### src/wlfc_fifo.sv
module wlfc_fifo #(
    parameter int WIDTH = 8,
    parameter int DEPTH = 4
) (
    input  logic             i_clk,
    input  logic             i_rst_n,
    input  logic             i_push,
    input  logic [WIDTH-1:0] i_data,
    output logic             o_full,
    input  logic             i_pop,
    output logic [WIDTH-1:0] o_data,
    output logic             o_empty
);
    localparam int PW = $clog2(DEPTH);

    logic [WIDTH-1:0] r_mem [DEPTH];
    logic [PW-1:0]    r_wp, r_rp;
    logic [PW:0]      r_cnt;
    logic             push_ok, pop_ok;

    assign o_full  = (r_cnt == (PW+1)'(DEPTH));
    assign o_empty = (r_cnt == '0);
    assign push_ok = i_push && !o_full;
    assign pop_ok  = i_pop && !o_empty;
    assign o_data  = r_mem[r_rp];

    always_ff @(posedge i_clk) begin
        if (push_ok) begin
            r_mem[r_wp] <= i_data;
        end
    end

    always_ff @(posedge i_clk) begin
        if (!i_rst_n) begin
            r_wp  <= '0;
            r_rp  <= '0;
            r_cnt <= '0;
        end else begin
            if (push_ok) begin
                r_wp <= (r_wp == PW'(DEPTH-1)) ? '0 : r_wp + PW'(1);
            end
            if (pop_ok) begin
                r_rp <= (r_rp == PW'(DEPTH-1)) ? '0 : r_rp + PW'(1);
            end
            if (push_ok && !pop_ok) begin
                r_cnt <= r_cnt + (PW+1)'(1);
            end else if (pop_ok && !push_ok) begin
                r_cnt <= r_cnt - (PW+1)'(1);
            end
        end
    end
endmodule

### config.mk
export PLATFORM = sky130hd
export DESIGN_NAME = wlfc_fifo
export DESIGN_NICKNAME = d
export VERILOG_FILES = /design/src/wlfc_fifo.sv
export SDC_FILE = /design/constraint.sdc
export NUM_CORES = 1
export LEC_CHECK = 0
export BUFFER_PORTS_ARGS = -buffer_cell sky130_fd_sc_hd__buf_2
export CAP_MARGIN = 20
export CORE_AREA = 2 2 58 60
export DETAILED_ROUTE_END_ITERATION = 6
export DIE_AREA = 0 0 60 62
export PLACE_DENSITY = 0.76
export SLEW_MARGIN = 5
export SYNTH_ARGS = -nofsm -noshare
export SYNTH_HDL_FRONTEND = slang
export SYNTH_SLANG_ARGS = --single-unit
### constraint.sdc
create_clock -name i_clk -period 4.8 [get_ports i_clk]
set_input_delay 0.24 -clock i_clk [delete_from_list [all_inputs] [get_ports i_clk]]
set_output_delay 0.24 -clock i_clk [all_outputs]
set_load 0.01 [all_outputs]
==> results.md <==
- Crit path launch: r_cnt[0]
- Fin worst setup slack: 2390 ps
- Site row count: 21
- Layout cell share with drive strength beyond 1: 31.4%
- GP Congestion: 0.638
- Initial antenna violation count: 0
- Critical path cell sequence: nor3b_2 > nor2b_1 > ha_1 > inv_1 > fa_1 > xor2_1 > or3_1 > a21boi_0
- Crit-path leading delay family: simple AND/OR/NAND/NOR gates
- Register area share after synthesis: 70.0%
- RSZ-0062 raised after global routing: false
- Nets: 136
- CTS buffer count: 5
- Worst Path Required: 5070 ps
- Setup bufs post-CTS: 0
- # diodes: 0
- Max H-tree Level: 2
- Post-synth EDFFs: 32
- Crit Path Max Fanout: 7
- GRT Resource Usage Total: 15.0%
- Die ar.: 3720 µm²
- Die height: 62 µm
- First-pass GRT wire length: 3680 µm
- Worst path max stage delay: 470 ps
- Post-synth top area share: 58.9%
- Final Hold Viols: 0
- Hold slack: 111 ps
- Grt ovf: 0
- Clk sinks: 41
- CTS Buffer Depth: 2
- DRT antenna net count: 0
- Clock Root Buffer: clkbuf_4
- Worst hold path type: primary input to flip-flop
- FFs w/ async S/R, synth: 0%
- Pwr Density: 498 nW/µm²
- Slew HR: 62.1%
- Status: finished, final reports clean
- Max-Cap Viols: 0
- Mean Syn Cell Area: 17.5 µm²
- Core Area: 3180 µm²
- Clk_skew: 7.93 ps
- DIE WIDTH: 60 µm
- Worst-path clk slew: 110 ps
- Final wirelength: 2500 µm
- Yosys warns: 0
- Wirelength per Cell: 15.2 µm
- FF+latch count, synth: 41
- Final setup viols: 0
- Critical path class: flip-flop to flip-flop
- Worst Tran Pin Value: 568 ps
- Total power: 923 µW
- Vias per cell: 5.16
- Worst Hold Launch: i_data[0]
- Buffers plus inverters on the worst setup path: 1
- # hold bufs at CTS: 0
- CP endpoint kind: flip-flop
- Area growth syn-to-layout: 13.6%
- Synth Cell Area: 1630 µm²
- CP arrival: 2680 ps
- Place WS: 2400 ps
- CTS tree: done
- Starting DRT DRC Count: 15
- CP max-delay cell: dfxtp_1
- TNS Setup: 0 ps
- Main area contributors after synthesis: edfxtp_1 59%, dfxtp_1 11%, mux4_2 11%
- Top FF cell, synth: edfxtp_1
- Synth Net Count: 112
- Initial core utilization: 51.3%
- Max-slew violations: 0
- Tmin final: 2410 ps
- Initial DRT Pass Iterations: 4
- Worst r2r src: r_cnt[0]
- FMAX: 414 MHz
- Worst setup SP type: flip-flop
- Post-DP HPWL: 1690 µm
- Yosys top cell by area: edfxtp_1
- Vias in the first global route: 799
- Gate Count Post-Synth: 93
- Post-CTS Resized: 0
- Leakage: 0.000674 µW
- Core Util, Final: 58.2%
- Via count: 846
- IO buf count: 21
- DR DRC count: 0
- Period utilization: 50.3%
- IO Pins: 22
- Max IR drop VDD: 0.219 mV
- Post-synthesis cell type count: 23
- Pin count of the biggest net entering global routing: 14
- Clock Latency Late Sink: 330 ps
==> registers in the layout, summed over array words and instances, names as in the netlist, named ones only <==
name   cells
r_rp       2
r_wp       2
r_mem     32
r_cnt      3
==> cell type report <==
| cell class | count | area [µm²] |
|---|---|---|
| Sequential cell | 41 | 1140 |
| Fill cell | 233 | 1330 |
| Timing Repair Buffer | 21 | 105 |
| Clock inverter | 2 | 35.0 |
| Multi-Input combinational cell | 45 | 460 |
| Inverter | 3 | 11.3 |
| Clock buffer | 6 | 41.3 |
| Tap cell | 46 | 57.6 |
==> stage by stage <==
| stage | instance area [µm²] | std cells |
|---|---|---|
| floorplan | 1630 | 93 |
| global placement | 1780 | 156 |
| detailed placement | 1780 | 156 |
| CTS | 1850 | 164 |
| global route | 1850 | 164 |
| finish | 1850 | 164 |
==> synth_stat cells (2+ instances only) <==
cell / instances
mux2i_1: 3
nor2_1: 2
nand3_1: 2
dfxtp_1: 9
inv_1: 3
o21ai_0: 3
edfxtp_1: 32
mux4_2: 8
ha_1: 6
and2_1: 5
nand2_1: 6
buf_2: 2
nor2b_1: 2
==> cells in the final DEF, fill, tap and decap left out <==
cell type  count
a21boi_0       1
and2_1         5
buf_2         21
bufinv_16      1
clkbuf_1       1
clkbuf_4       5
clkinv_2       1
dfxtp_1        9
edfxtp_1      32
fa_1           1
ha_1           6
inv_1          3
mux2i_1        3
mux4_2         8
nand2_1        6
nand3_1        2
nor2_1         2
nor2b_1        2
nor3_1         1
nor3b_2        1
o21ai_0        3
o31ai_1        1
or3_1          1
xnor2_1        1
xor2_1         1
==> worst paths after layout <==
kind,end,slack [ps],cells after the start
worst max-delay path,r_cnt[2],2390,8
worst min-delay path,r_mem[2][0],110,1
worst max register to register,r_cnt[2],2390,8
worst min register to register,r_wp[1],510,2
==> logic make-up after synthesis <==
group	synth area share, %
flip-flops	70.0
AND/OR/NAND/NOR	6.60
multiplexers	12.9
buffers and inverters	1.76
adder cells (fa/ha/maj)	5.83
AO/OA/AOI/OAI	1.84
XOR/XNOR	1.07
==> worst reg2reg max path, cell delays in order, from the launching register on <==
cell and delay (ps):
dfxtp_1 470, nor3b_2 80, nor2b_1 400, ha_1 280
inv_1 70, fa_1 400, xor2_1 180, or3_1 310
a21boi_0 160
==> report_power, final <==
| group | total (µW) | internal, µW | leakage (µW) | switching, µW |
|---|---|---|---|---|
| combinational | 229 | 121 | 0.000265 | 108 |
| sequential | 483 | 437 | 0.000367 | 46.6 |
| clock | 210 | 109 | 0.0000422 | 101 |
| total | 923 | 667 | 0.000674 | 256 |
==> layer usage <==
| layer | share of wire (%) | global-route usage [%] | wire length (µm) | vias up |
|---|---|---|---|---|
| li1 | - | - | - | 396 |
| met5 | 0 | 0 | 0 | - |
| met3 | 5.9 | 6.00 | 148 | 2 |
| met2 | 56 | 27.0 | 1400 | 22 |
| met1 | 37 | 15.4 | 927 | 426 |
| met4 | 0.92 | 6.67 | 23 | 0 |
No activity file was read; power rests on OpenSTA's default activity.
