--- src/wlfc_pkg.sv ---
package wlfc_pkg;

    localparam int CW_X   = 24;
    localparam int CW_SG  = 16;
    localparam int CW_W   = 32;
    localparam int CW_CHI = 40;
    localparam int CW_OUT = 32;

    // front weight divider: quotient bits per cycle and cycle count
    localparam int DIV_STEPS = 4;
    localparam int DIV_CYC   = CW_W / DIV_STEPS;

    localparam logic [1:0] STAT_OK    = 2'd0;
    localparam logic [1:0] STAT_ZSIG  = 2'd1;
    localparam logic [1:0] STAT_DEGEN = 2'd2;
    localparam logic [1:0] STAT_OVER  = 2'd3;

    localparam logic OP_MUL = 1'b0;
    localparam logic OP_DIV = 1'b1;

    typedef struct packed {
        logic signed [CW_X-1:0] x;
        logic signed [CW_X-1:0] y;
        logic [CW_W-1:0]        w;
        logic                   last;
        logic                   drop;
        logic                   zs;
        logic                   ovf;
    } t_pt;

    typedef struct packed {
        logic [CW_CHI-1:0]        chi;
        logic signed [CW_OUT-1:0] a;
        logic signed [CW_OUT-1:0] b;
        logic signed [CW_OUT-1:0] res;
        logic [2:0]               idx;
        logic [1:0]               status;
        logic                     last;
    } t_res;

    typedef struct packed {
        logic         start;
        logic         op;
        logic [127:0] a;
        logic [127:0] b;
        logic [7:0]   len;
    } t_alu_req;

    typedef struct packed {
        logic         done;
        logic [127:0] prod;
        logic [31:0]  quot;
    } t_alu_rsp;

endpackage

--- src/wlfc_front.sv ---
module wlfc_front #(
    parameter int MAX_POINTS = 8
) (
    input  logic                  i_clk,
    input  logic                  i_rst_n,
    input  logic                  i_push,
    output logic                  o_full,
    input  logic signed [23:0]    i_x,
    input  logic signed [23:0]    i_y,
    input  logic [15:0]           i_sigma,
    input  logic                  i_last,
    output logic                  o_q_push,
    output wlfc_pkg::t_pt         o_q_data,
    input  logic                  i_q_full
);
    localparam int CW = $clog2(MAX_POINTS + 1);

    localparam logic [1:0] FS_IDLE = 2'd0;
    localparam logic [1:0] FS_DIV  = 2'd1;
    localparam logic [1:0] FS_PUSH = 2'd2;

    logic [1:0]    r_st;
    logic [CW-1:0] r_cnt;
    logic          r_zs, r_ovf;
    wlfc_pkg::t_pt r_ent;
    logic [31:0]   r_dv, r_rem, r_q;
    logic [2:0]    r_dc;

    logic          accept, stored, zs_n, ovf_n;
    logic [31:0]   n_rem, n_q;
    logic [32:0]   t;

    assign o_full   = (r_st != FS_IDLE);
    assign accept   = i_push && !o_full;
    assign stored   = (r_cnt < CW'(MAX_POINTS));
    assign zs_n     = r_zs | (stored && (i_sigma == '0));
    assign ovf_n    = r_ovf | !stored;
    assign o_q_push = (r_st == FS_PUSH);
    assign o_q_data = r_ent;

    // restoring division of all-ones by sigma^2, DIV_STEPS quotient bits per cycle
    always_comb begin
        n_rem = r_rem;
        n_q   = r_q;
        t     = '0;
        for (int k = 0; k < wlfc_pkg::DIV_STEPS; k++) begin
            t = {n_rem, 1'b1};
            if (t >= {1'b0, r_dv}) begin
                t = t - {1'b0, r_dv};
                n_q = {n_q[30:0], 1'b1};
            end else begin
                n_q = {n_q[30:0], 1'b0};
            end
            n_rem = t[31:0];
        end
    end

    always_ff @(posedge i_clk) begin
        if (!i_rst_n) begin
            r_st  <= FS_IDLE;
            r_cnt <= '0;
            r_zs  <= 1'b0;
            r_ovf <= 1'b0;
        end else begin
            unique case (r_st)
                FS_IDLE: begin
                    if (accept) begin
                        if (i_last) begin
                            r_cnt <= '0;
                            r_zs  <= 1'b0;
                            r_ovf <= 1'b0;
                        end else begin
                            r_zs  <= zs_n;
                            r_ovf <= ovf_n;
                            if (stored) begin
                                r_cnt <= r_cnt + CW'(1);
                            end
                        end
                        if (stored && (i_sigma != '0)) begin
                            r_st <= FS_DIV;
                        end else if (stored || i_last) begin
                            r_st <= FS_PUSH;
                        end
                    end
                end
                FS_DIV: begin
                    if (r_dc == 3'(wlfc_pkg::DIV_CYC - 1)) begin
                        r_st <= FS_PUSH;
                    end
                end
                FS_PUSH: begin
                    if (!i_q_full) begin
                        r_st <= FS_IDLE;
                    end
                end
                default: r_st <= FS_IDLE;
            endcase
        end
    end

    always_ff @(posedge i_clk) begin
        if (accept) begin
            r_ent.x    <= i_x;
            r_ent.y    <= i_y;
            r_ent.w    <= '0;
            r_ent.last <= i_last;
            r_ent.drop <= !stored;
            r_ent.zs   <= zs_n;
            r_ent.ovf  <= ovf_n;
            r_dv       <= 32'(i_sigma) * 32'(i_sigma);
            r_rem      <= '0;
            r_q        <= '0;
            r_dc       <= '0;
        end else if (r_st == FS_DIV) begin
            r_rem <= n_rem;
            r_q   <= n_q;
            r_dc  <= r_dc + 3'd1;
            if (r_dc == 3'(wlfc_pkg::DIV_CYC - 1)) begin
                r_ent.w <= n_q;
            end
        end
    end
endmodule

--- config.mk ---
export PLATFORM = sky130hd
export DESIGN_NAME = wlfc_front
export DESIGN_NICKNAME = d
export VERILOG_FILES = /design/src/wlfc_pkg.sv /design/src/wlfc_front.sv
export SDC_FILE = /design/constraint.sdc
export NUM_CORES = 1
export LEC_CHECK = 0
export ABC_AREA = 1
export BUFFER_PORTS_ARGS = -buffer_cell sky130_fd_sc_hd__buf_2
export CAP_MARGIN = 30
export CORE_ASPECT_RATIO = 1.1
export CORE_UTILIZATION = 40
export DETAILED_ROUTE_END_ITERATION = 10
export GPL_TIMING_DRIVEN = 0
export PLACE_DENSITY = 0.63
export SLEW_MARGIN = 5
export SYNTH_ARGS = -nofsm -noshare
export SYNTH_HDL_FRONTEND = slang
export SYNTH_SLANG_ARGS = --single-unit
--- constraint.sdc ---
create_clock -name i_clk -period 14.9 [get_ports i_clk]
set_input_delay 0.745 -clock i_clk [delete_from_list [all_inputs] [get_ports i_clk]]
set_output_delay 0.745 -clock i_clk [all_outputs]
set_load 0.01 [all_outputs]
==> results.md <==
* Status: completed
* Initial DRC count at 1,098
* ANT cells at 0
* Final Max Slew Viols at 0
* Worst path slowest cell: clkbuf_1
* #FFs+latches synth at 186
* Critical Path Source Type: flip-flop
* Max Cap Violations at 0
* Initial antenna violation count at 0
* Unrepaired setup endpoints after global routing: no
* Hold wc startpoint: i_y[1]
* Hold_buf cts at 0
* Initial core utilization at 0.4046
* DRC Markers at 0
* WP data required at 15.22 ns
* Core Area at 52,410 sq um
* Critical Path AT at 11.98 ns
* Crit Path Class: reg2reg
* GRT Overall Usage at 0.2203
* Dominant cell type by area after synthesis: fa_1
* Top cell by count, worst path: nand2_1
* Final Critical Period at 11.66 ns
* Row cnt at 88
* CTS tree: yes
* Die area at 53,940 sq um
* Cts bufs inserted at 17
* First-pass GRT wire length at 94,360 microns
* Clock-pin slew on the worst setup and hold paths at 0.08 ns
* # fillers at 5,448
* Worst path max stage delay at 0.60 ns
* Via count at 18,290
* Slew headroom at 0.3866
* Routed len/inst at 15.91 microns
* Post-Route WL at 58,690 microns
* Worst setup path startpoint: r_dv[2]
* Synth Flop Type: dfxtp_1
* Area delta synth->final at 10.50%
* Slew @ Worst Pin at 0.9167 ns
* Largest net degree at the start of global routing at 53
* Worst r2r src: r_dv[2]
* CTS resizes at 0
* Clk sinks at 186
* IO buf count at 145
* Placer congestion estimate at 0.9406
* GR Overflow Total at 0
* Yosys warns at 0
* Clock skew at 0.01826 ns
* Placed wire-length estimate at 49,740 microns
* Share of layout cells above drive strength 1 at 0.08065
* Min-delay worst type: in2reg
* Ys async rst share at 0
* Number of synthesized flops with an enable pin at 83
* Clock latency on the worst-skew pair at 0.46 ns
* Setup_tns at 0 ns
* Critical Path Fanout Max at 10
* DRT Pass-1 Iters at 6
* Layout Nets at 3,461
* Synth top area cells: fa_1 (16%), ha_1 (13%), edfxtp_1 (12%), nand2_1 (11%), dfxtp_1 (9.7%)
* Crit end category: flip-flop
* CTS Buffer Depth at 2
* Die width at 221.5 microns
* Ports at 155
* WHS at 0.4520 ns
* DR vias/cell at 4.959
* Final setup viols at 0
* Die H at 243.5 microns
* Fmax at 85.74 MHz
* Fin. Hold Viols at 0
* Mapped Cells at 2,833
* Yosys top cell area share at 0.1586
* CTS HTree Levels at 4
* Final period utilization at 0.7828
* Register area share after synthesis at 0.2148
* Vias in the first global route at 18,230
* Post-route ant nets at 0
* Mapped Area at 21,210 sq um
* Netlist cell types at 57
* Post-Syn Area per Cell at 7.485 sq um
* Root buffer cell: clkbuf_16
* Post-CTS setup buffers at 0
## area by class of cell
type | count | area (sq um) | share of cell area
clock buffers | 18 | 439.2 | 0.01874
well taps | 675 | 844.6 | 0.03604
multi-input cells | 2007 | 14200 | 0.6060
repair buffers | 146 | 753.2 | 0.03214
plain buffers | 91 | 392.9 | 0.01677
inverters | 551 | 2068 | 0.08826
flip-flops and latches | 186 | 4554 | 0.1944
clock inverters | 14 | 178.9 | 0.007636
## per-layer routing
metal	wire length, microns	GRT usage	vias up
met5	0	0	-
met4	1773	0.07925	0
met3	1632	0.01206	69
met2	29050	0.3981	322
met1	26230	0.2776	8542
li1	-	-	9357
## placed cells by master, fill, tap and decap left out, types with 8 or more instances in the layout
| cell type | netlist | layout |
|---|---|---|
| dfxtp_1 | 103 | 103 |
| o21bai_1 | 21 | 21 |
| xnor2_1 | 58 | 58 |
| xor2_1 | 86 | 86 |
| nand3_1 | 80 | 80 |
| nor2_1 | 170 | 170 |
| a31oi_1 | 10 | 10 |
| nor3_1 | 13 | 13 |
| ha_1 | 224 | 224 |
| a21o_1 | 16 | 16 |
| o21ai_1 | 15 | 15 |
| nor4_1 | 14 | 14 |
| nand4_1 | 43 | 43 |
| a21boi_0 | 8 | 8 |
| or2_2 | 8 | 8 |
| a211oi_1 | 14 | 14 |
| edfxtp_1 | 83 | 83 |
| nand2_2 | 10 | 10 |
| fa_1 | 168 | 168 |
| clkbuf_16 | 0 | 17 |
| nand2_1 | 621 | 621 |
| inv_2 | 11 | 11 |
| o211ai_1 | 11 | 11 |
| inv_1 | 539 | 539 |
| clkbuf_1 | 64 | 63 |
| a21oi_1 | 220 | 220 |
| o21ai_0 | 159 | 159 |
| buf_2 | 17 | 162 |
## registers in the layout, indices dropped and copies added, names as in the netlist
| register | count |
|---|---|
| r_zs | 1 |
| r_q | 28 |
| r_dv | 31 |
| r_ovf | 1 |
| r_st | 2 |
| o_q_data | 84 |
| r_rem | 32 |
| r_cnt | 4 |
| r_dc | 3 |
## kinds of logic (layout without fill, tap and decap cells)
kind of cell             count (synthesis)  count (layout)  synth area share
AND/OR/NAND/NOR                        971             971            0.1888
buffers and inverters                  642             820            0.1159
other                                    1               3         0.0001768
flip-flops                             186             186            0.2148
adder cells (fa/ha/maj)                392             392            0.2908
multiplexers                             2               2          0.001003
XOR/XNOR                               144             144           0.05948
AO/OA/AOI/OAI                          495             495            0.1291
## worst paths after layout
kind,end,slack [ns],cells past startpoint
min reg2reg,r_ovf,0.46,2
max,r_rem[24],3.24,62
max reg2reg,r_rem[24],3.24,62
min,o_q_data[37],0.45,1
## synthesized netlist by cell type (2+ instances only)
cell,n
inv_2,11
nor2_1,170
nand2_2,10
o21bai_1,21
buf_1,5
edfxtp_1,83
buf_4,3
buf_6,2
nor3_1,13
clkbuf_1,64
a31oi_1,10
o221ai_1,2
a21oi_2,2
a21oi_1,220
or2_2,8
nand2_1,621
nand3_1,80
a21boi_1,2
a21boi_0,8
nand4_1,43
nor4_1,14
nand3_2,3
a21o_1,16
o21ai_1,15
o211ai_1,11
xnor2_1,58
inv_1,539
dfxtp_1,103
fa_1,168
a211oi_1,14
o21a_1,6
xor2_1,86
o21ai_0,159
buf_2,17
ha_1,224
## critical path: cells and delay by family, from the launching register on
| family | cells | cell delay, ns |
|---|---|---|
| compound gates | 16 | 3.50 |
| simple gates | 29 | 3.16 |
| buf+inv | 13 | 2.68 |
| fa+ha+maj | 4 | 1.68 |
| flops | 1 | 0.43 |
## through the flow
step             util  cell area (sq um)  cells  worst slack [ns]
4_1_cts        0.4471              23430   3688             3.166
3_5_place_dp   0.4353              22810   3656             3.225
2_1_floorplan       -              21210   2835             6.455
6_report       0.4471              23430   3688             3.237
5_1_grt        0.4471              23430   3688             2.187
3_3_place_gp   0.4347              22780   3655             3.002
Power is not shown: default switching activity piles up to over one toggle a cycle in this logic, so the estimate is an artifact.
